===== src/hw/rtl/lfu_pkg.sv =====
// Shared constants and types for the LFU cache table.
package lfu_pkg;

    localparam int ENTRIES    = 4;
    localparam int IDX_BITS   = $clog2(ENTRIES);
    localparam int KEY_BITS   = 16;
    localparam int VALUE_BITS = 32;
    localparam int COUNT_BITS = 16;

    typedef logic [IDX_BITS-1:0]   t_idx;
    typedef logic [KEY_BITS-1:0]   t_key;
    typedef logic [VALUE_BITS-1:0] t_value;
    typedef logic [COUNT_BITS-1:0] t_count;

    localparam logic FUNC_GET = 1'b0;
    localparam logic FUNC_PUT = 1'b1;

    localparam t_count COUNT_MAX = '1;
    localparam t_count COUNT_ONE = COUNT_BITS'(1);

    // Controller to datapath commands.
    typedef struct packed {
        logic load_req;
        logic commit;
    } t_dp_cmd;

endpackage


===== src/hw/rtl/lfu_if.sv =====
// Request and response channel interfaces of the LFU cache table.
interface lfu_req_if;
    logic                 valid;
    logic                 ready;
    logic                 func;
    lfu_pkg::t_key        key;
    lfu_pkg::t_value      value;

    modport source (output valid, output func, output key, output value, input ready);
    modport sink   (input valid, input func, input key, input value, output ready);
endinterface

interface lfu_rsp_if;
    logic                 valid;
    logic                 ready;
    logic                 hit;
    lfu_pkg::t_value      read_value;
    logic                 evicted;
    lfu_pkg::t_key        evicted_key;

    modport source (output valid, output hit, output read_value, output evicted,
                    output evicted_key, input ready);
    modport sink   (input valid, input hit, input read_value, input evicted,
                    input evicted_key, output ready);
endinterface


===== src/hw/rtl/lfu_ctrl.sv =====
// Controller: sequences capture, table update and response handoff.
module lfu_ctrl (
    input  logic             i_clk,
    input  logic             i_rst_n,
    input  logic             i_req_valid,
    output logic             o_req_ready,
    input  logic             i_rsp_ready,
    output logic             o_rsp_valid,
    output lfu_pkg::t_dp_cmd o_cmd
);

    typedef enum logic {
        S_IDLE,
        S_EXEC
    } t_state;

    t_state r_state, n_state;
    logic   r_rsp_valid, n_rsp_valid;
    logic   commit;

    assign o_req_ready    = (r_state == S_IDLE);
    assign o_rsp_valid    = r_rsp_valid;
    // Update only when the response register is free or being drained.
    assign commit         = (r_state == S_EXEC) && (!r_rsp_valid || i_rsp_ready);
    assign o_cmd.load_req = i_req_valid && (r_state == S_IDLE);
    assign o_cmd.commit   = commit;

    always_comb begin
        n_state     = r_state;
        n_rsp_valid = r_rsp_valid;
        if (r_rsp_valid && i_rsp_ready) begin
            n_rsp_valid = 1'b0;
        end
        case (r_state)
            S_IDLE: begin
                if (i_req_valid) begin
                    n_state = S_EXEC;
                end
            end
            S_EXEC: begin
                if (commit) begin
                    n_rsp_valid = 1'b1;
                    n_state     = S_IDLE;
                end
            end
            default: begin
                n_state = S_IDLE;
            end
        endcase
    end

    always_ff @(posedge i_clk) begin
        if (!i_rst_n) begin
            r_state     <= S_IDLE;
            r_rsp_valid <= 1'b0;
        end else begin
            r_state     <= n_state;
            r_rsp_valid <= n_rsp_valid;
        end
    end

endmodule


===== src/hw/rtl/lfu_dpath.sv =====
// Datapath: entry table, key match, victim selection and response registers.
module lfu_dpath (
    input  logic              i_clk,
    input  logic              i_rst_n,
    input  lfu_pkg::t_dp_cmd  i_cmd,
    input  logic              i_func,
    input  lfu_pkg::t_key     i_key,
    input  lfu_pkg::t_value   i_value,
    output logic              o_hit,
    output lfu_pkg::t_value   o_read_value,
    output logic              o_evicted,
    output lfu_pkg::t_key     o_evicted_key
);

    // Captured request
    logic              r_func;
    lfu_pkg::t_key     r_key;
    lfu_pkg::t_value   r_value;

    // Entry table
    logic [lfu_pkg::ENTRIES-1:0] r_valid;
    lfu_pkg::t_key     r_ent_key   [lfu_pkg::ENTRIES];
    lfu_pkg::t_value   r_ent_value [lfu_pkg::ENTRIES];
    lfu_pkg::t_count   r_count     [lfu_pkg::ENTRIES];
    lfu_pkg::t_idx     r_rank      [lfu_pkg::ENTRIES];

    // Response registers
    logic              r_hit;
    lfu_pkg::t_value   r_read_value;
    logic              r_evicted;
    lfu_pkg::t_key     r_evicted_key;

    logic              match_found;
    lfu_pkg::t_idx     match_idx;
    lfu_pkg::t_idx     vic_idx;
    lfu_pkg::t_idx     free_idx;
    lfu_pkg::t_idx     ins_idx;
    logic              full;
    logic              do_insert;
    logic              do_evict;

    always_comb begin
        match_found = 1'b0;
        match_idx   = '0;
        free_idx    = '0;
        // Walk downward so the lowest-numbered slot wins.
        for (int i = lfu_pkg::ENTRIES - 1; i >= 0; i--) begin
            if (r_valid[i] && (r_ent_key[i] == r_key)) begin
                match_found = 1'b1;
                match_idx   = lfu_pkg::IDX_BITS'(i);
            end
            if (!r_valid[i]) begin
                free_idx = lfu_pkg::IDX_BITS'(i);
            end
        end
        // Lowest count; on a tie the newest insertion (smaller rank).
        vic_idx = '0;
        for (int i = 1; i < lfu_pkg::ENTRIES; i++) begin
            if ((r_count[i] < r_count[vic_idx]) ||
                ((r_count[i] == r_count[vic_idx]) && (r_rank[i] < r_rank[vic_idx]))) begin
                vic_idx = lfu_pkg::IDX_BITS'(i);
            end
        end
        full      = &r_valid;
        ins_idx   = full ? vic_idx : free_idx;
        do_insert = !match_found && (r_func == lfu_pkg::FUNC_PUT);
        do_evict  = do_insert && full;
    end

    always_ff @(posedge i_clk) begin
        if (!i_rst_n) begin
            r_valid <= '0;
            for (int j = 0; j < lfu_pkg::ENTRIES; j++) begin
                r_rank[j] <= '0;
            end
        end else if (i_cmd.commit && do_insert) begin
            // Age the survivors; entries older than the victim keep their rank.
            for (int j = 0; j < lfu_pkg::ENTRIES; j++) begin
                if (r_valid[j] && !(full && (r_rank[j] > r_rank[vic_idx]))) begin
                    r_rank[j] <= r_rank[j] + lfu_pkg::IDX_BITS'(1);
                end
            end
            r_valid[ins_idx] <= 1'b1;
            r_rank[ins_idx]  <= '0;
        end
    end

    always_ff @(posedge i_clk) begin
        if (i_cmd.load_req) begin
            r_func  <= i_func;
            r_key   <= i_key;
            r_value <= i_value;
        end
        if (i_cmd.commit) begin
            if (match_found) begin
                if (r_func == lfu_pkg::FUNC_PUT) begin
                    r_ent_value[match_idx] <= r_value;
                end
                if (r_count[match_idx] != lfu_pkg::COUNT_MAX) begin
                    r_count[match_idx] <= r_count[match_idx] + lfu_pkg::COUNT_ONE;
                end
            end else if (do_insert) begin
                r_ent_key[ins_idx]   <= r_key;
                r_ent_value[ins_idx] <= r_value;
                r_count[ins_idx]     <= lfu_pkg::COUNT_ONE;
            end
            r_hit         <= match_found;
            r_read_value  <= (match_found && (r_func == lfu_pkg::FUNC_GET))
                             ? r_ent_value[match_idx] : '0;
            r_evicted     <= do_evict;
            r_evicted_key <= do_evict ? r_ent_key[vic_idx] : '0;
        end
    end

    assign o_hit         = r_hit;
    assign o_read_value  = r_read_value;
    assign o_evicted     = r_evicted;
    assign o_evicted_key = r_evicted_key;

endmodule


===== src/hw/rtl/lfu_cache_table.sv =====
// LFU cache table: fully associative key-value cache with LFU replacement.
//
// Requests arrive on i_req (func, key, value) with a valid/ready handshake;
// func selects get or put. Each request yields exactly one response on
// o_rsp (hit, read_value, evicted, evicted_key), in request order.
// A request is captured at the edge that accepts it, and the table is
// updated at the first later edge at which the response register is free
// or being drained; the response is registered with that update. No new
// request is taken before that update. Match, minimum count search and
// entry table update are combinational, fed by the capture register.
// The response sits in an output register; the next request is accepted
// while it waits. If the receiver stalls, the next request is held in the
// capture register until the response register drains, and i_req.ready
// stays low meanwhile.
// Reset (synchronous, active low) empties the table and drops any pending
// response; no clearing pass is needed.
module lfu_cache_table (
    input  logic            i_clk,
    input  logic            i_rst_n,
    lfu_req_if.sink         i_req,
    lfu_rsp_if.source       o_rsp
);

    lfu_pkg::t_dp_cmd cmd;

    lfu_ctrl u_ctrl (
        .i_clk       (i_clk),
        .i_rst_n     (i_rst_n),
        .i_req_valid (i_req.valid),
        .o_req_ready (i_req.ready),
        .i_rsp_ready (o_rsp.ready),
        .o_rsp_valid (o_rsp.valid),
        .o_cmd       (cmd)
    );

    lfu_dpath u_dpath (
        .i_clk         (i_clk),
        .i_rst_n       (i_rst_n),
        .i_cmd         (cmd),
        .i_func        (i_req.func),
        .i_key         (i_req.key),
        .i_value       (i_req.value),
        .o_hit         (o_rsp.hit),
        .o_read_value  (o_rsp.read_value),
        .o_evicted     (o_rsp.evicted),
        .o_evicted_key (o_rsp.evicted_key)
    );

endmodule


===== src/flat_wrapper.sv =====
// flat-port wrapper written by rule: the top's interface ports become plain ports
module lfu_cache_table_flat 
  (i_clk, i_rst_n, i_req_valid, i_req_func, i_req_key, i_req_value, i_req_ready, o_rsp_valid, o_rsp_hit, o_rsp_read_value, o_rsp_evicted, o_rsp_evicted_key, o_rsp_ready);
  lfu_req_if i_req_i ();
  lfu_rsp_if o_rsp_i ();
  input  logic i_clk;
  input  logic i_rst_n;
  input wire logic [$bits(i_req_i.valid)-1:0] i_req_valid;
  input wire logic [$bits(i_req_i.func)-1:0] i_req_func;
  input wire logic [$bits(i_req_i.key)-1:0] i_req_key;
  input wire logic [$bits(i_req_i.value)-1:0] i_req_value;
  output wire logic [$bits(i_req_i.ready)-1:0] i_req_ready;
  output wire logic [$bits(o_rsp_i.valid)-1:0] o_rsp_valid;
  output wire logic [$bits(o_rsp_i.hit)-1:0] o_rsp_hit;
  output wire logic [$bits(o_rsp_i.read_value)-1:0] o_rsp_read_value;
  output wire logic [$bits(o_rsp_i.evicted)-1:0] o_rsp_evicted;
  output wire logic [$bits(o_rsp_i.evicted_key)-1:0] o_rsp_evicted_key;
  input wire logic [$bits(o_rsp_i.ready)-1:0] o_rsp_ready;
  assign i_req_i.valid = i_req_valid;
  assign i_req_i.func = i_req_func;
  assign i_req_i.key = i_req_key;
  assign i_req_i.value = i_req_value;
  assign i_req_ready = i_req_i.ready;
  assign o_rsp_valid = o_rsp_i.valid;
  assign o_rsp_hit = o_rsp_i.hit;
  assign o_rsp_read_value = o_rsp_i.read_value;
  assign o_rsp_evicted = o_rsp_i.evicted;
  assign o_rsp_evicted_key = o_rsp_i.evicted_key;
  assign o_rsp_i.ready = o_rsp_ready;
  lfu_cache_table u_core (.i_clk(i_clk), .i_rst_n(i_rst_n), .i_req(i_req_i), .o_rsp(o_rsp_i));
endmodule

===== config.mk =====
export PLATFORM = sky130hd
export DESIGN_NAME = lfu_cache_table_flat
export DESIGN_NICKNAME = d
export VERILOG_FILES = /design/src/hw/rtl/lfu_pkg.sv /design/src/hw/rtl/lfu_if.sv /design/src/hw/rtl/lfu_ctrl.sv /design/src/hw/rtl/lfu_dpath.sv /design/src/hw/rtl/lfu_cache_table.sv /design/src/flat_wrapper.sv
export SDC_FILE = /design/constraint.sdc
export NUM_CORES = 1
export LEC_CHECK = 0
export ABC_AREA = 1
export BUFFER_PORTS_ARGS = -buffer_cell sky130_fd_sc_hd__buf_2
export CORE_MARGIN = 1
export CORE_UTILIZATION = 45
export DETAILED_ROUTE_END_ITERATION = 6
export GPL_ROUTABILITY_DRIVEN = 0
export SYNTH_ARGS = -nofsm -noshare
export SYNTH_HDL_FRONTEND = slang
export SYNTH_HIERARCHICAL = 1
export SYNTH_SLANG_ARGS = --single-unit

===== constraint.sdc =====
create_clock -name i_clk -period 6.7 [get_ports i_clk]
set_clock_uncertainty 0.2 [all_clocks]
set_input_delay 1.005 -clock i_clk [delete_from_list [all_inputs] [get_ports i_clk]]
set_output_delay 1.005 -clock i_clk [all_outputs]
set_load 0.01 [all_outputs]

* After elaboration in Yosys (flattened, before gate mapping)
Memory sizes are Yosys's and may differ from the RTL's. A register that Yosys moved wholly into a read port is not among the register bits. Cells that the tools add are included.
Word-level totals: bits in registers 57, bits in latches 0, bits in writable memories 264, ROM bits 0, bits of input ports 53, output and inout bits 52, logic and storage cells 148, memories kept 4
Cells by class: add/subtract/negate cells 5, multiply operators 0, div/mod/pow operators 0, $lt $le $gt $ge 12, equal/unequal tests 8, shift-type cells 0, muxes and demuxes 66, bitwise gates (word level) 7, reduce and logical (&&, ||, !) cells 38
Memories:
- u_core.u_dpath.r_ent_value | words 4, bits a word 32, read ports 1, clocked after memory_dff 1, wr ports 1, RTL line lfu_dpath.sv:23 | lfu_pkg::t_value r_ent_value [lfu_pkg::ENTRIES];
- u_core.u_dpath.r_count | words 4, bits a word 16, read ports 7, clocked after memory_dff 0, wr ports 1, RTL line lfu_dpath.sv:24 | lfu_pkg::t_count r_count [lfu_pkg::ENTRIES];
- u_core.u_dpath.r_ent_key | words 4, bits a word 16, read ports 5, clocked after memory_dff 1, wr ports 1, RTL line lfu_dpath.sv:22 | lfu_pkg::t_key r_ent_key [lfu_pkg::ENTRIES];
- u_core.u_dpath.r_rank | words 4, bits a word 2, read ports 7, clocked after memory_dff 0, wr ports 5, RTL line lfu_dpath.sv:25 | lfu_pkg::t_idx r_rank [lfu_pkg::ENTRIES];
Operator list (count):
- $eq 16x16->1 | 7
- $lt 16x16->1 | 3
- $mux 1 | 45
- $mux 2 | 17
- $mux 32 | 1
- $reduce_or 32->1 | 1
- $logic_and 1x1->1 | 23
- $add 16x1->16 const B | 1
- $mux 16 | 1
- $ne 16x16->1 const B | 1
- $reduce_or 16->1 | 1
- $add 2x1->2 const B | 4
- $gt 2x2->1 | 4
- $logic_not 1->1 | 8
- $lt 2x2->1 | 3
- $logic_or 1x1->1 | 4
- $or 1x1->1 | 4
- $or 4x4->4 | 1
- $reduce_and 4->1 | 1
- $lt 2x3->1 const B | 1
- $demux 1 s2 | 1
- $ge 2x1->1 const B | 1
- $not 1->1 | 2
- $pmux 1 s2 | 1

* Logic depth before layout (Yosys ltp)
An unclocked memory read counts as a cell.
word-level depth 25, depth in mapped cells 46, depth with buffers taken out 42

* Hierarchy
The synthesis kept the hierarchy.
Modules (own cells, without submodules):
- lfu_dpath | instances 1, cells each 1691, area each 17569.4 um^2, sequential area each 10900.5 um^2
- lfu_ctrl | instances 1, cells each 12, area each 91.3 um^2, sequential area each 40.0 um^2

* Least setup slack after synthesis
Ideal clock, no wire load.
kind register to register, start memory u_core/u_dpath/r_count[1][15] (netlist bit), end memory u_core/u_dpath/r_ent_value[3][0] (netlist bit), enable pin, setup time 421 ps, arrival 6485 ps, data required time 6079 ps, setup slack -406 ps, stages on the path, launching flop included 38, path buffers 3, period minus slack after synthesis 7106 ps, cells stage by stage edfxtp_1 > ha_1 > nand2_1 > nor2_1 > nand2_1 > nor2_1 > nand2_1 > nand3_1 > nand2_1 > buf_2 > inv_1 > clkbuf_1 > o21ai_0 > ha_1 > nand4_1 > inv_1 > nand2_1 > o21bai_1 > [2 not listed] > inv_1 > clkbuf_1 > nand2_1 > o21ai_0 > ha_1 > nand2_1 > inv_1 > a221oi_1 > o221ai_1 > nand2_1 > o211ai_1 > nand3_2 > inv_2 > o22ai_2 > nand2_2 > nand2_1 > nand2_1 > nor2_1
RTL lines (RTL line):
- start: declaration | lfu_dpath.sv:24
- end: declaration | lfu_dpath.sv:23

==> impl_metrics.tcl <==
set metrics [dict create \
    insertion_delay_ns 0.57 \
    maxCapViolations 0 \
    grt_use_total_pct 22.9 \
    yosys_register_bits 369 \
    grt_max_degree 77 \
    antenna_found_initial 3 \
    rows 72 \
    yosys.area.top_type_share_pct 60.4 \
    tightest_slew_ns 0.888 \
    min_path_type "reg -> reg" \
    clk_path_buf_depth 3 \
    cp_slowest_cell "edfxtp_1" \
    slowest_delay_ns 0.44 \
    crit_arrival_ns 6.39 \
    yosysUniqueCellTypes 49 \
    syn-cell-area_sq_um 17700 \
    reg2reg_slack_ns 0.38 \
    syn_to_final_growth_pct 17.0 \
    io_buffer_count 104 \
    holdWs_ns 0.299 \
    die_w_um 200 \
    synthTopCellsByArea "edfxtp_1 (60%), nand2_1 (6.1%), nor2_1 (4.8%)" \
    vias_per_cell 5.41 \
    critPathRequiredTime_ns 6.77 \
    seq_area_frac_synth_pct 61.9 \
    vdd_drop_max_v 0.000213 \
    finalSetupViolations 0 \
    crit_fanout 32 \
    routed_wl_mm 46.6 \
    worst_r2r_path_depth 37 \
    cts_tree "done" \
    num_antenna_cells 0 \
    drive_gt1_share_pct 15.5 \
    yosysWarnings 6 \
    drtPass1Iterations 5 \
    regToRegStartpoint "u_core/u_dpath/r_count[1][15]" \
    clock_sinks 369 \
    grt_pass1_wl_mm 71.3 \
    synth_area_leader_cell "edfxtp_1" \
    leakage_uw 0.00795 \
    worst_r2r_endpoint "u_core/u_dpath/r_ent_value[1][25]" \
    min-delay-start "u_core/u_dpath/r_value[11]" \
    netlist_instances 1703 \
    total_power_uw 5070 \
    fin_crit_ns 6.32 \
    grt_pass1_vias 12600 \
    overflow 0 \
    rsz0062_at_grt "no" \
    slew_headroom_pct 40.8 \
    initial_core_util_pct 45.7 \
    nets 1962 \
    postCtsHoldBufs 0 \
    wl_per_cell_um 19.4 \
    ios 105 \
    hold_depth 0 \
    avgSynthCellArea_sq_um 10.4 \
    cp-end-kind "flop" \
    synth_nets 1812 \
    drt_iter0_drc 1052 \
    hpwl_mm 31.0 \
    crit_type "reg -> reg" \
    cp-startpoint "u_core/u_dpath/r_count[1][15]" \
    status "finished clean" \
    ant_nets 0 \
    holdPathEnd "u_core/u_dpath/r_ent_value[3][11]" \
    core-area_sq_um 38600 \
    startpoint_type "flop" \
    hold_violations 0 \
    die_area_sq_um 40000 \
    powerDensity_nw_per_um2 246 \
    fmax_mhz 158 \
    die_h_um 200 \
    drv_slew 0 \
    vias 13000 \
    final.period_utilization_pct 94.3 \
    root_buffer "clkbuf_16" \
    numCtsBuffers 40 \
    htreeDepth 2 \
    clk_pin_slew_ns 0.06 \
    post-route-util_pct 53.5 \
    post-route-drc-count 0 \
]
## registers in the layout (all words and copies together), names as in the netlist, 8 cells and up
| register | count |
|---|---|
| u_core/u_dpath/r_count | 64 |
| u_core/u_dpath/r_ent_key | 64 |
| u_core/u_dpath/r_key | 16 |
| u_core/u_dpath/o_evicted_key | 16 |
| u_core/u_dpath/o_read_value | 32 |
| u_core/u_dpath/r_ent_value | 128 |
| u_core/u_dpath/r_value | 32 |
| u_core/u_dpath/r_rank | 8 |
## layer usage
metal | part of all wire [%] | vias to the layer above | wire (um) | track usage [%]
met2 | 46 | 513 | 21400 | 36.0
met5 | 0.084 | - | 39 | 0
met1 | 45 | 6179 | 20800 | 32.4
li1 | - | 6240 | - | -
met3 | 7.3 | 73 | 3390 | 4.41
met4 | 1.9 | 6 | 877 | 6.32
## repair_timing
action	4_1_cts	5_1_grt
gates resized for setup	4	45
buffers inserted	1	14
pin swaps	1	15
endpoints found under the setup margin	200	280
gates cloned	0	7
## worst max-delay path by stage
| stage | endpoint | cells after the start |
|---|---|---|
| detailed placement | u_core/u_dpath/r_rank[0][1] | 40 |
| floorplan | u_core/u_dpath/r_ent_value[3][0] | 37 |
| global route | u_core/u_dpath/r_rank[0][1] | 42 |
| finish | u_core/u_dpath/r_ent_value[1][25] | 37 |
| CTS | u_core/u_dpath/r_count[3][2] | 35 |
| global placement | u_core/u_dpath/r_rank[1][1] | 40 |
## final cells by class
type	instances	area, sq um
Sequential cell	369	10900
Inverter	191	717
Clock buffer	55	1090
Fill cell	3420	18000
Tap cell	518	648
Clock inverter	19	185
Timing Repair Buffer	160	1150
Multi-Input combinational cell	1091	5930
## metrics by stage
step           TNS [ns]  instances  area (sq um)  worst slack, ns
2_1_floorplan         0       1703         17700            0.119
4_1_cts               0       2382         20300           0.0396
5_1_grt               0       2403         20700          0.00271
3_3_place_gp          0       2307         19000          0.00921
3_5_place_dp     -13.99       2307         19000           -0.198
6_report              0       2403         20700            0.384
## power breakdown
group / internal, uW / leakage [uW] / switching (uW) / total [uW]
Combinational: 98.9 / 0.00397 / 206 / 305
Sequential: 2600 / 0.00337 / 42.3 / 2640
Clock: 1230 / 0.000609 / 902 / 2130
Total: 3920 / 0.00795 / 1150 / 5070
## placed cells by master, fill, tap and decap left out, types with 5 or more instances in the layout
cell / synthesis / routed
o21bai_1: 36 / 36
clkbuf_16: 0 / 45
o21ai_1: 6 / 16
nand2_2: 11 / 16
nor2_1: 224 / 213
xnor2_1: 5 / 5
nor2_4: 1 / 8
o21ai_2: 2 / 6
buf_6: 3 / 5
o21ai_0: 126 / 112
nand4_1: 39 / 39
ha_1: 56 / 54
edfxtp_1: 355 / 355
inv_1: 177 / 175
xor2_1: 18 / 18
nand2_1: 287 / 282
clkinv_1: 3 / 14
clkbuf_1: 25 / 13
dfxtp_1: 14 / 14
buf_12: 0 / 10
a21oi_1: 93 / 90
buf_4: 2 / 37
nor3_1: 29 / 29
o211ai_1: 27 / 27
nor4_1: 18 / 17
buf_2: 19 / 104
nor2_2: 3 / 7
or2_2: 7 / 7
nand3_1: 68 / 68
inv_2: 11 / 13
## synthesized netlist by cell type (all sizes together)
| library cell | count |
|---|---|
| dfxtp | 14 |
| nor4 | 19 |
| nor3 | 33 |
| or2 | 9 |
| a22oi | 1 |
| ha | 56 |
| a221oi | 2 |
| edfxtp | 355 |
| clkinv | 3 |
| xnor2 | 6 |
| a21oi | 94 |
| o21a | 2 |
| o21bai | 36 |
| inv | 188 |
| o2111ai | 5 |
| nor4b | 1 |
| a211oi | 1 |
| nand2 | 299 |
| nand3b | 2 |
| buf | 27 |
| nor3b | 4 |
| o221ai | 1 |
| clkbuf | 25 |
| xor2 | 18 |
| nand4 | 39 |
| o211ai | 27 |
| a21boi | 1 |
| o21ai | 134 |
| nand3 | 72 |
| nor2 | 228 |
| o22ai | 1 |
## worst max-delay path, delay by kind of cell (launching register included)
kind	cells	cell delay (ns)
AND/OR/NAND/NOR	21	2.48
AO/OA/AOI/OAI	6	1.04
buffers and inverters	7	0.94
adder cells (fa/ha/maj)	3	0.91
flip-flops	1	0.44
## cells by family after synthesis
logic type | after synthesis | synth area share, %
AND/OR/NAND/NOR | 706 | 17.5
adder cells (fa/ha/maj) | 56 | 3.97
XOR/XNOR | 24 | 1.23
buffers and inverters | 243 | 5.47
flip-flops | 369 | 61.9
AO/OA/AOI/OAI | 305 | 9.88
(Power assumes the default switching activity.)
